### src/design/assert_macros.svh
// ----------------------------------------------------------------------------
// assert_macros.svh
// assertion macros used by the top-level unit, compiled out with ASSERT_OFF
// ----------------------------------------------------------------------------
`ifndef ASSERT_MACROS_SVH
`define ASSERT_MACROS_SVH

`ifndef ASSERT_OFF

// same-cycle implication, checked out of reset
`define ASSERT_IMP(lbl, clk, rstn, ante, cons) \
    lbl: assert property (@(posedge clk) disable iff (!(rstn)) (ante) |-> (cons)) \
        else $error("assertion failed");

// next-cycle implication, checked out of reset
`define ASSERT_NXT(lbl, clk, rstn, ante, cons) \
    lbl: assert property (@(posedge clk) disable iff (!(rstn)) (ante) |=> (cons)) \
        else $error("assertion failed");

`else

`define ASSERT_IMP(lbl, clk, rstn, ante, cons)
`define ASSERT_NXT(lbl, clk, rstn, ante, cons)

`endif

`endif

### src/design/fbpa_pkg.sv
// ----------------------------------------------------------------------------
// fbpa_pkg
// types, codes and widths of the fixed block pool allocator
// ----------------------------------------------------------------------------
package fbpa_pkg;

    localparam int MAX_BLOCKS_DFLT = 256;

    localparam int CMD_W     = 2;
    localparam int IDX_W     = 8;
    localparam int STATUS_W  = 2;
    localparam int CNT_W     = 9;
    localparam int SIZE_W    = 16;
    localparam int ADDR_W    = 32;
    localparam int BYTES_W   = 24;
    localparam int PADDR_W   = 4;
    localparam int PDATA_W   = 32;

    // command codes
    localparam logic [CMD_W-1:0] CMD_ALLOC  = 2'd0;
    localparam logic [CMD_W-1:0] CMD_FREE   = 2'd1;
    localparam logic [CMD_W-1:0] CMD_RELOAD = 2'd2;

    // status codes
    localparam logic [STATUS_W-1:0] ST_OK       = 2'd0;
    localparam logic [STATUS_W-1:0] ST_FULL     = 2'd1;
    localparam logic [STATUS_W-1:0] ST_NO_ALLOC = 2'd2;

    // register indexes (byte address bits [3:2])
    localparam logic [1:0] REG_BLOCK_COUNT  = 2'd0;
    localparam logic [1:0] REG_BLOCK_SIZE   = 2'd1;
    localparam logic [1:0] REG_BASE_ADDRESS = 2'd2;

    // reset values of the registers
    localparam logic [CNT_W-1:0]  BLOCK_COUNT_RST  = 9'd256;
    localparam logic [SIZE_W-1:0] BLOCK_SIZE_RST   = 16'd64;
    localparam logic [ADDR_W-1:0] BASE_ADDRESS_RST = 32'd0;

    // classified operation carried from front to back
    typedef enum logic [1:0] {
        OP_ALLOC,
        OP_FREE,
        OP_RELOAD,
        OP_NOP
    } t_op;

    typedef struct packed {
        t_op              op;
        logic [IDX_W-1:0] block_index;
    } t_entry;

    // head of the item queue as seen by the back end
    typedef struct packed {
        logic   valid;
        t_entry entry;
    } t_q_head;

endpackage

### src/design/fbpa_front.sv
// ----------------------------------------------------------------------------
// fbpa_front
// accepts items, decodes the command and holds them in a two-entry queue
// ----------------------------------------------------------------------------
module fbpa_front (
    input  logic                              i_clk,
    input  logic                              i_rst_n,
    input  logic                              start,
    output logic                              busy,
    input  logic [fbpa_pkg::CMD_W-1:0]        i_cmd,
    input  logic [fbpa_pkg::IDX_W-1:0]        i_block_index,
    output fbpa_pkg::t_q_head                 o_head,
    input  logic                              i_pop
);

    localparam int DEPTH = 2;

    fbpa_pkg::t_entry r_q [DEPTH];
    logic             r_wr_ptr;
    logic             r_rd_ptr;
    logic [1:0]       r_count;
    logic [1:0]       n_count;
    fbpa_pkg::t_entry w_entry;
    logic             w_push;

    // decode
    always_comb begin
        w_entry.block_index = i_block_index;
        case (i_cmd)
            fbpa_pkg::CMD_ALLOC:  w_entry.op = fbpa_pkg::OP_ALLOC;
            fbpa_pkg::CMD_FREE:   w_entry.op = fbpa_pkg::OP_FREE;
            fbpa_pkg::CMD_RELOAD: w_entry.op = fbpa_pkg::OP_RELOAD;
            default:              w_entry.op = fbpa_pkg::OP_NOP;
        endcase
    end

    assign busy   = (r_count == 2'(DEPTH));
    assign w_push = start && !busy;

    always_comb begin
        n_count = r_count;
        if (w_push && !i_pop) begin
            n_count = r_count + 2'd1;
        end else if (!w_push && i_pop) begin
            n_count = r_count - 2'd1;
        end
    end

    always_ff @(posedge i_clk) begin
        if (!i_rst_n) begin
            r_wr_ptr <= 1'b0;
            r_rd_ptr <= 1'b0;
            r_count  <= 2'd0;
        end else begin
            r_count <= n_count;
            if (w_push) begin
                r_wr_ptr <= !r_wr_ptr;
            end
            if (i_pop) begin
                r_rd_ptr <= !r_rd_ptr;
            end
        end
    end

    always_ff @(posedge i_clk) begin
        if (w_push) begin
            r_q[r_wr_ptr] <= w_entry;
        end
    end

    assign o_head.valid = (r_count != 2'd0);
    assign o_head.entry = r_q[r_rd_ptr];

endmodule

### src/design/fbpa_back.sv
// ----------------------------------------------------------------------------
// fbpa_back
// free-list stack, block counters and result formation
// ----------------------------------------------------------------------------
module fbpa_back #(
    parameter int MAX_BLOCKS = fbpa_pkg::MAX_BLOCKS_DFLT
) (
    input  logic                                i_clk,
    input  logic                                i_rst_n,
    input  fbpa_pkg::t_q_head                   i_head,
    output logic                                o_pop,
    input  logic [fbpa_pkg::CNT_W-1:0]          i_block_count,
    input  logic [fbpa_pkg::SIZE_W-1:0]         i_block_size,
    input  logic [fbpa_pkg::ADDR_W-1:0]         i_base_address,
    output logic                                o_strobe,
    output logic [fbpa_pkg::STATUS_W-1:0]       o_status,
    output logic [fbpa_pkg::IDX_W-1:0]          o_granted_index,
    output logic [fbpa_pkg::ADDR_W-1:0]         o_granted_address,
    output logic [fbpa_pkg::BYTES_W-1:0]        o_used_bytes,
    output logic [fbpa_pkg::BYTES_W-1:0]        o_peak_bytes
);

    localparam int CW   = $clog2(MAX_BLOCKS + 1);
    localparam int AW   = $clog2(MAX_BLOCKS);
    localparam int PW   = CW + fbpa_pkg::SIZE_W;
    localparam int GPW  = fbpa_pkg::IDX_W + fbpa_pkg::SIZE_W;
    localparam logic [CW-1:0] MAXC = CW'(MAX_BLOCKS);

    typedef enum logic [1:0] {
        S_IDLE,
        S_MUL,
        S_OUT
    } t_state;

    t_state                           r_state;
    logic [CW-1:0]                    r_free;
    logic [CW-1:0]                    r_used;
    logic [CW-1:0]                    r_peak;
    logic [CW-1:0]                    r_lo;
    logic                             r_ok;
    logic [fbpa_pkg::STATUS_W-1:0]    r_status;
    logic                             r_virt;
    logic [fbpa_pkg::IDX_W-1:0]       r_virt_val;
    logic [fbpa_pkg::IDX_W-1:0]       r_gidx;
    logic [GPW-1:0]                   r_prod_addr;
    logic [PW-1:0]                    r_prod_used;
    logic [PW-1:0]                    r_prod_peak;
    logic [fbpa_pkg::IDX_W-1:0]       r_rd_data;
    logic [fbpa_pkg::IDX_W-1:0]       r_mem [MAX_BLOCKS];

    fbpa_pkg::t_entry                 w_e;
    logic [CW-1:0]                    w_top;
    logic [CW-1:0]                    w_used_inc;
    logic [CW-1:0]                    w_reload_n;
    logic [fbpa_pkg::IDX_W-1:0]       w_blk;
    logic                             w_mem_re;
    logic                             w_mem_we;

    assign w_e        = i_head.entry;
    assign o_pop      = (r_state == S_IDLE) && i_head.valid;
    assign w_top      = r_free - CW'(1);
    assign w_used_inc = r_used + CW'(1);
    assign w_reload_n = ({23'd0, i_block_count} > 32'(MAX_BLOCKS)) ? MAXC
                                                                   : CW'(i_block_count);
    assign w_mem_re   = o_pop && (w_e.op == fbpa_pkg::OP_ALLOC) && (r_free != '0);
    assign w_mem_we   = o_pop && (w_e.op == fbpa_pkg::OP_FREE) && (r_used != '0)
                        && (r_free < MAXC);
    // entries below the reload mark still hold their own index
    assign w_blk      = r_virt ? r_virt_val : r_rd_data;

    always_ff @(posedge i_clk) begin
        if (w_mem_we) begin
            r_mem[r_free[AW-1:0]] <= w_e.block_index;
        end
        if (w_mem_re) begin
            r_rd_data <= r_mem[w_top[AW-1:0]];
        end
    end

    always_ff @(posedge i_clk) begin
        if (!i_rst_n) begin
            r_state  <= S_IDLE;
            r_free   <= '0;
            r_used   <= '0;
            r_peak   <= '0;
            r_lo     <= '0;
            o_strobe <= 1'b0;
        end else begin
            o_strobe <= 1'b0;
            case (r_state)
                S_IDLE: begin
                    if (i_head.valid) begin
                        r_state  <= S_MUL;
                        r_ok     <= 1'b0;
                        r_status <= fbpa_pkg::ST_OK;
                        case (w_e.op)
                            fbpa_pkg::OP_ALLOC: begin
                                if (r_free == '0) begin
                                    r_status <= fbpa_pkg::ST_FULL;
                                end else begin
                                    r_ok       <= 1'b1;
                                    r_free     <= w_top;
                                    r_used     <= w_used_inc;
                                    r_virt     <= (w_top < r_lo);
                                    r_virt_val <= fbpa_pkg::IDX_W'(w_top);
                                    if (w_used_inc > r_peak) begin
                                        r_peak <= w_used_inc;
                                    end
                                end
                            end
                            fbpa_pkg::OP_FREE: begin
                                if (r_used == '0) begin
                                    r_status <= fbpa_pkg::ST_NO_ALLOC;
                                end else begin
                                    r_used <= r_used - CW'(1);
                                    if (r_free < MAXC) begin
                                        r_free <= r_free + CW'(1);
                                        if (r_free < r_lo) begin
                                            r_lo <= r_free;
                                        end
                                    end
                                end
                            end
                            fbpa_pkg::OP_RELOAD: begin
                                r_free <= w_reload_n;
                                r_lo   <= w_reload_n;
                                r_used <= '0;
                                r_peak <= '0;
                            end
                            default: begin
                            end
                        endcase
                    end
                end
                S_MUL: begin
                    r_state     <= S_OUT;
                    r_gidx      <= r_ok ? w_blk : '0;
                    r_prod_addr <= GPW'(w_blk) * GPW'(i_block_size);
                    r_prod_used <= PW'(r_used) * PW'(i_block_size);
                    r_prod_peak <= PW'(r_peak) * PW'(i_block_size);
                end
                S_OUT: begin
                    r_state           <= S_IDLE;
                    o_strobe          <= 1'b1;
                    o_status          <= r_status;
                    o_granted_index   <= r_gidx;
                    o_granted_address <= r_ok ? (i_base_address
                                                 + fbpa_pkg::ADDR_W'(r_prod_addr))
                                              : '0;
                    o_used_bytes      <= fbpa_pkg::BYTES_W'(r_prod_used);
                    o_peak_bytes      <= fbpa_pkg::BYTES_W'(r_prod_peak);
                end
                default: begin
                    r_state <= S_IDLE;
                end
            endcase
        end
    end

endmodule

### src/design/fixed_block_pool_allocator_unit.sv
// ----------------------------------------------------------------------------
// fixed_block_pool_allocator_unit
// pool of equal blocks kept as a lifo free list of block indices
// ----------------------------------------------------------------------------
//  channel   handshake                     payload
//  item in   start / busy                  i_cmd, i_block_index
//  result    o_strobe (one cycle)          o_status, o_granted_index,
//                                          o_granted_address, o_used_bytes,
//                                          o_peak_bytes
//  config    psel/penable/pwrite/pready    paddr, pwdata, prdata
//
//  each item passes the back end in order: stack step, multiply, output register;
//  an accepted item is first held in the queue, and the back end takes the next
//  item only when back in idle after the output register; busy rises only when the
//  two-entry queue is full
//  a reload does not rewrite the stack: a mark over the stack makes untouched entries
//  read as their own index; reset is synchronous, pool empty until the first reload
// ----------------------------------------------------------------------------
`include "assert_macros.svh"

module fixed_block_pool_allocator_unit #(
    parameter int MAX_BLOCKS = fbpa_pkg::MAX_BLOCKS_DFLT
) (
    input  logic                                i_clk,
    input  logic                                i_rst_n,
    // item channel
    input  logic                                start,
    output logic                                busy,
    input  logic [fbpa_pkg::CMD_W-1:0]          i_cmd,
    input  logic [fbpa_pkg::IDX_W-1:0]          i_block_index,
    // result channel
    output logic                                o_strobe,
    output logic [fbpa_pkg::STATUS_W-1:0]       o_status,
    output logic [fbpa_pkg::IDX_W-1:0]          o_granted_index,
    output logic [fbpa_pkg::ADDR_W-1:0]         o_granted_address,
    output logic [fbpa_pkg::BYTES_W-1:0]        o_used_bytes,
    output logic [fbpa_pkg::BYTES_W-1:0]        o_peak_bytes,
    // register port
    input  logic                                psel,
    input  logic                                penable,
    input  logic                                pwrite,
    input  logic [fbpa_pkg::PADDR_W-1:0]        paddr,
    input  logic [fbpa_pkg::PDATA_W-1:0]        pwdata,
    output logic [fbpa_pkg::PDATA_W-1:0]        prdata,
    output logic                                pready
);

    // configuration registers
    logic [fbpa_pkg::CNT_W-1:0]   r_block_count;
    logic [fbpa_pkg::SIZE_W-1:0]  r_block_size;
    logic [fbpa_pkg::ADDR_W-1:0]  r_base_address;

    logic [1:0]                   w_reg_idx;
    logic                         w_cfg_wr;

    // front to back queue head and pop
    fbpa_pkg::t_q_head            w_head;
    logic                         w_pop;

    assign pready    = 1'b1;
    assign w_reg_idx = paddr[3:2];
    assign w_cfg_wr  = psel && penable && pwrite && pready;

    // register writes; the host must issue them only while no item is in flight, the block does not enforce it
    always_ff @(posedge i_clk) begin
        if (!i_rst_n) begin
            r_block_count  <= fbpa_pkg::BLOCK_COUNT_RST;
            r_block_size   <= fbpa_pkg::BLOCK_SIZE_RST;
            r_base_address <= fbpa_pkg::BASE_ADDRESS_RST;
        end else if (w_cfg_wr) begin
            case (w_reg_idx)
                fbpa_pkg::REG_BLOCK_COUNT:  r_block_count  <= pwdata[fbpa_pkg::CNT_W-1:0];
                fbpa_pkg::REG_BLOCK_SIZE:   r_block_size   <= pwdata[fbpa_pkg::SIZE_W-1:0];
                fbpa_pkg::REG_BASE_ADDRESS: r_base_address <= pwdata;
                default: begin
                end
            endcase
        end
    end

    // register readback, unused addresses read zero
    always_comb begin
        case (w_reg_idx)
            fbpa_pkg::REG_BLOCK_COUNT:  prdata = fbpa_pkg::PDATA_W'(r_block_count);
            fbpa_pkg::REG_BLOCK_SIZE:   prdata = fbpa_pkg::PDATA_W'(r_block_size);
            fbpa_pkg::REG_BASE_ADDRESS: prdata = r_base_address;
            default:                    prdata = '0;
        endcase
    end

    // front: accept, decode, queue
    fbpa_front u_front (
        .i_clk         (i_clk),
        .i_rst_n       (i_rst_n),
        .start         (start),
        .busy          (busy),
        .i_cmd         (i_cmd),
        .i_block_index (i_block_index),
        .o_head        (w_head),
        .i_pop         (w_pop)
    );

    // back: stack, counters, address and byte counts
    fbpa_back #(
        .MAX_BLOCKS (MAX_BLOCKS)
    ) u_back (
        .i_clk             (i_clk),
        .i_rst_n           (i_rst_n),
        .i_head            (w_head),
        .o_pop             (w_pop),
        .i_block_count     (r_block_count),
        .i_block_size      (r_block_size),
        .i_base_address    (r_base_address),
        .o_strobe          (o_strobe),
        .o_status          (o_status),
        .o_granted_index   (o_granted_index),
        .o_granted_address (o_granted_address),
        .o_used_bytes      (o_used_bytes),
        .o_peak_bytes      (o_peak_bytes)
    );

    // a full queue always has an item for the back end
    `ASSERT_IMP(a_busy_has_work, i_clk, i_rst_n, busy, w_head.valid)

    // results are spaced by the back end sequence, never back to back
    `ASSERT_NXT(a_strobe_single, i_clk, i_rst_n, o_strobe, !o_strobe)

    // an item with a non-ok status grants nothing
    `ASSERT_IMP(a_no_grant_on_error, i_clk, i_rst_n,
                o_strobe && (o_status != fbpa_pkg::ST_OK),
                (o_granted_index == '0) && (o_granted_address == '0))

endmodule
### config.mk
export PLATFORM = sky130hd
export DESIGN_NAME = fixed_block_pool_allocator_unit
export DESIGN_NICKNAME = d
export VERILOG_FILES = /design/src/design/fbpa_pkg.sv /design/src/design/fbpa_front.sv /design/src/design/fbpa_back.sv /design/src/design/fixed_block_pool_allocator_unit.sv
export VERILOG_INCLUDE_DIRS = /design/src /design/src/design
export SDC_FILE = /design/constraint.sdc
export NUM_CORES = 2
export LEC_CHECK = 0
export BUFFER_PORTS_ARGS = -buffer_cell sky130_fd_sc_hd__buf_2
export CAP_MARGIN = 40
export CORE_ASPECT_RATIO = 2
export CORE_MARGIN = 2
export CORE_UTILIZATION = 45
export CTS_CLUSTER_DIAMETER = 50
export DETAILED_ROUTE_END_ITERATION = 16
export PLACE_DENSITY = 0.65
export SYNTH_ARGS = -nofsm -noshare
export SYNTH_HDL_FRONTEND = slang
export SYNTH_SLANG_ARGS = --single-unit
### constraint.sdc
create_clock -name i_clk -period 18.3 [get_ports i_clk]
set_input_delay 0.915 -clock i_clk [delete_from_list [all_inputs] [get_ports i_clk]]
set_output_delay 0.915 -clock i_clk [all_outputs]
set_load 0.01 [all_outputs]
==> results.py <==
metrics = {
    "floorplanning": {
        "die_w_um": 346.9,
        "die-area_um2": 239200,
        "core-area_um2": 233700,
        "rows": 251,
        "die_h_um": 689.7,
        "ios": 177,
        "start_util_pct": 45.28,
    },
    "pwr": {
        "internal_power_w": 0.01170,
        "power.share.combinational_pct": 42.6,
        "p_clk_share_pct": 22.4,
        "max-vdd-ir-drop_uv": 254.8,
        "cellPowerDensity_nw_per_um2": 159.8,
        "swShare_pct": 37.49,
        "power.total_w": 0.01872,
        "power_switching_w": 0.007016,
        "p_leak_nw": 39.74,
        "power_frac_seq_pct": 35.0,
    },
    "worst_setup_path": {
        "cp-start-kind": "flop",
        "required_ps": 18850,
        "cpMaxStageDelayCell": "ha_4",
        "critPathBufInv": 4,
        "cp-end-kind": "flop",
        "crit_family": "buffers and inverters",
        "cp-startpoint": "u_back.r_free[0]$_SDFFE_PN0P_",
        "arrival_ps": 7610,
        "crit_path_max_fanout": 56,
        "slowest_delay_ps": 900,
        "crit_top_cell": "buf_4",
        "worst-setup-path-type": "flop to flop",
        "worstPathCellList": "inv_1 -> ha_4 -> buf_4 -> buf_4 -> buf_4 -> mux4_2 -> mux4_2 -> nand2_1 -> nand3_1 -> a32oi_1 -> o221ai_1",
        "worstReg2RegStart": "u_back.r_free[0]$_SDFFE_PN0P_",
    },
    "cts": {
        "cts_setup_buffers": 0,
        "clk_latency_ps": 880,
        "cts_tree": "built",
        "clkSlewWorstSetupHoldPaths_ps": 70,
        "holdBufCountCts": 0,
        "clockBufferDepth": 4,
        "cts_resized": 0,
        "numCtsBuffers": 201,
        "h-tree-depth": 4,
        "clock_sinks": 2359,
        "root_buffer": "clkbuf_16",
    },
    "yosys": {
        "synth_common_cells": "2,258 x edfxtp_1, 640 x mux4_2, 423 x inv_1, 384 x nand2_1, 358 x nor2_1",
        "synth_largest_area_cell": "edfxtp_1",
        "avgSynthCellArea_um2": 17.28,
        "synth_edf_count": 2258,
        "synth_seq_cells": 2359,
        "yosysWarnings": 0,
        "yosysMostFrequentCell": "edfxtp_1",
        "synth_nets": 6647,
        "seq_area_frac_synth_pct": 66.00,
        "ys_types": 74,
        "mappedNetlistArea_um2": 105800,
        "ys_top_cells_by_area": "edfxtp_1 64%, mux4_2 14%, fa_1 5.3%, ha_1 2.3%, dfxtp_1 1.9%",
        "synthFlopType": "edfxtp_1",
        "synth.top_cell.area_share_pct": 64.09,
        "syn_inst": 6123,
        "async_reset_ff_share_pct": 0,
    },
    "timing": {
        "tightest_slew_ps": 972.9,
        "finalCriticalPeriod_ps": 7069,
        "finalSetupTns_ps": 0,
        "period_share_pct": 38.63,
        "drv_slew": 0,
        "fin_ws_ps": 11230,
        "max_freq_ghz": 0.1415,
        "hold_viol": 0,
        "relSlewSlack_pct": 35.14,
        "rsz0062_at_grt": "no",
        "fin_skew_ps": 63.77,
        "setup_viol": 0,
    },
    "placement": {
        "gp_congestion": 0.9152,
        "port_buffers": 173,
        "pre_cts_ws_ps": 11390,
        "hpwl_um": 174700,
        "dpl_cell_area_um2": 110800,
    },
    "detailed_routing": {
        "dr_total_vias": 54617,
        "drtIter0Drc": 4555,
        "dr.pass1.iters": 8,
        "ant_nets": 0,
        "wl_per_cell_um": 27.73,
        "drt_wl_total_um": 263300,
        "vias_per_cell": 5.753,
        "drc": 0,
    },
    "global_routing": {
        "track_usage_pct": 21.99,
        "grt-ovfl-total": 0,
        "antenna_found_initial": 2,
        "grt_pass1_wl_um": 384200,
        "grt_max_degree": 137,
        "grt_pass1_vias": 57838,
    },
    "flow_run": {
        "maxCapViolations": 0,
    },
    "finish": {
        "register_area_um2": 69830,
        "multiInputGateArea_um2": 33170,
        "fill_cells": 18897,
        "drive_gt1_share_pct": 19.98,
        "layout.nets": 6825,
        "design_area_um2": 117100,
        "fin_util_pct": 50.13,
        "area.growth.synth_to_final_pct": 10.71,
    },
    "worst_hold_path": {
        "hp-start": "i_cmd[1]",
        "hp-class": "primary input to flop",
    },
    "run_status": {
        "outcome": "finished, final reports clean",
    },
}
-- sequential cells by signal (all words and copies together) (netlist names), 24 cells and up, named ones only --
name and flops:
u_back.r_prod_used 24, u_back.r_prod_peak 24, u_back.o_used_bytes 24, r_base_address 32, u_back.r_mem 2048, u_back.r_prod_addr 24
u_back.o_granted_address 32, u_back.o_peak_bytes 24
-- cell families after synthesis --
kind of cell / share of synthesized area (%)
compound gates: 2.462
xor+xnor: 0.8941
fa+ha+maj: 7.576
buf+inv: 2.918
flops: 66.00
mux: 14.30
other cells: 0.003544
simple gates: 5.850
-- power groups by stage --
stage                     logic (W)  clock network, W  registers (W)
after global placement      0.00769                 0        0.00668
after floorplan             0.00469                 0        0.00666
final                       0.00797           0.00420        0.00655
after CTS                   0.00794           0.00427        0.00655
after global routing        0.00820           0.00445        0.00655
after detailed placement    0.00793                 0        0.00667
-- worst paths after layout --
kind         cells past startpoint  slack, ps                             endpoint
max                             11      11230        u_back.r_rd_data[5]$_DFFE_PP_
min                              1        280          u_front.r_q[0][9]$_DFFE_PP_
max reg2reg                     11      11230        u_back.r_rd_data[5]$_DFFE_PP_
min reg2reg                      0        410  u_back.o_granted_index[6]$_DFFE_PP_
-- layout make-up --
cell class / instances / area share (%)
tap: 3036 / 3.243
timing repair buffer: 318 / 2.096
inverter: 427 / 1.371
clock inverter: 115 / 0.8824
sequential: 2359 / 59.62
antenna: 5 / 0.01068
multi-input combinational: 2994 / 28.32
clock buffer: 239 / 4.461
-- placed cells by master, fill, tap and decap left out, drive strengths merged, types with 25 or more instances in the layout --
cell,instances
edfxtp,2258
mux4,640
inv,433
nand2,384
nor2,358
buf,318
fa,281
clkbuf,239
and2,192
ha,191
a21oi,146
nor2b,134
dfxtp,101
nand3,100
clkinv,91
xnor2,73
o21ai,69
mux2i,61
nand2b,46
a21o,41
xor2,35
nor3,25
-- layer usage --
layer,GRT usage [%],vias up,share of wire (%)
li1,-,23444,-
met1,22.60,28798,32
met2,42.06,1777,56
met3,2.419,598,4.6
met4,14.00,0,7.2
met5,0,-,0
-- metrics by stage --
stage          hold WS, ps  cells
6_report             277.0   9493
2_1_floorplan        400.3   6123
4_1_cts              237.0   9486
5_1_grt              253.4   9489
3_3_place_gp         401.0   9085
3_5_place_dp         404.5   9132
No activity file was read; power rests on OpenSTA's default activity.
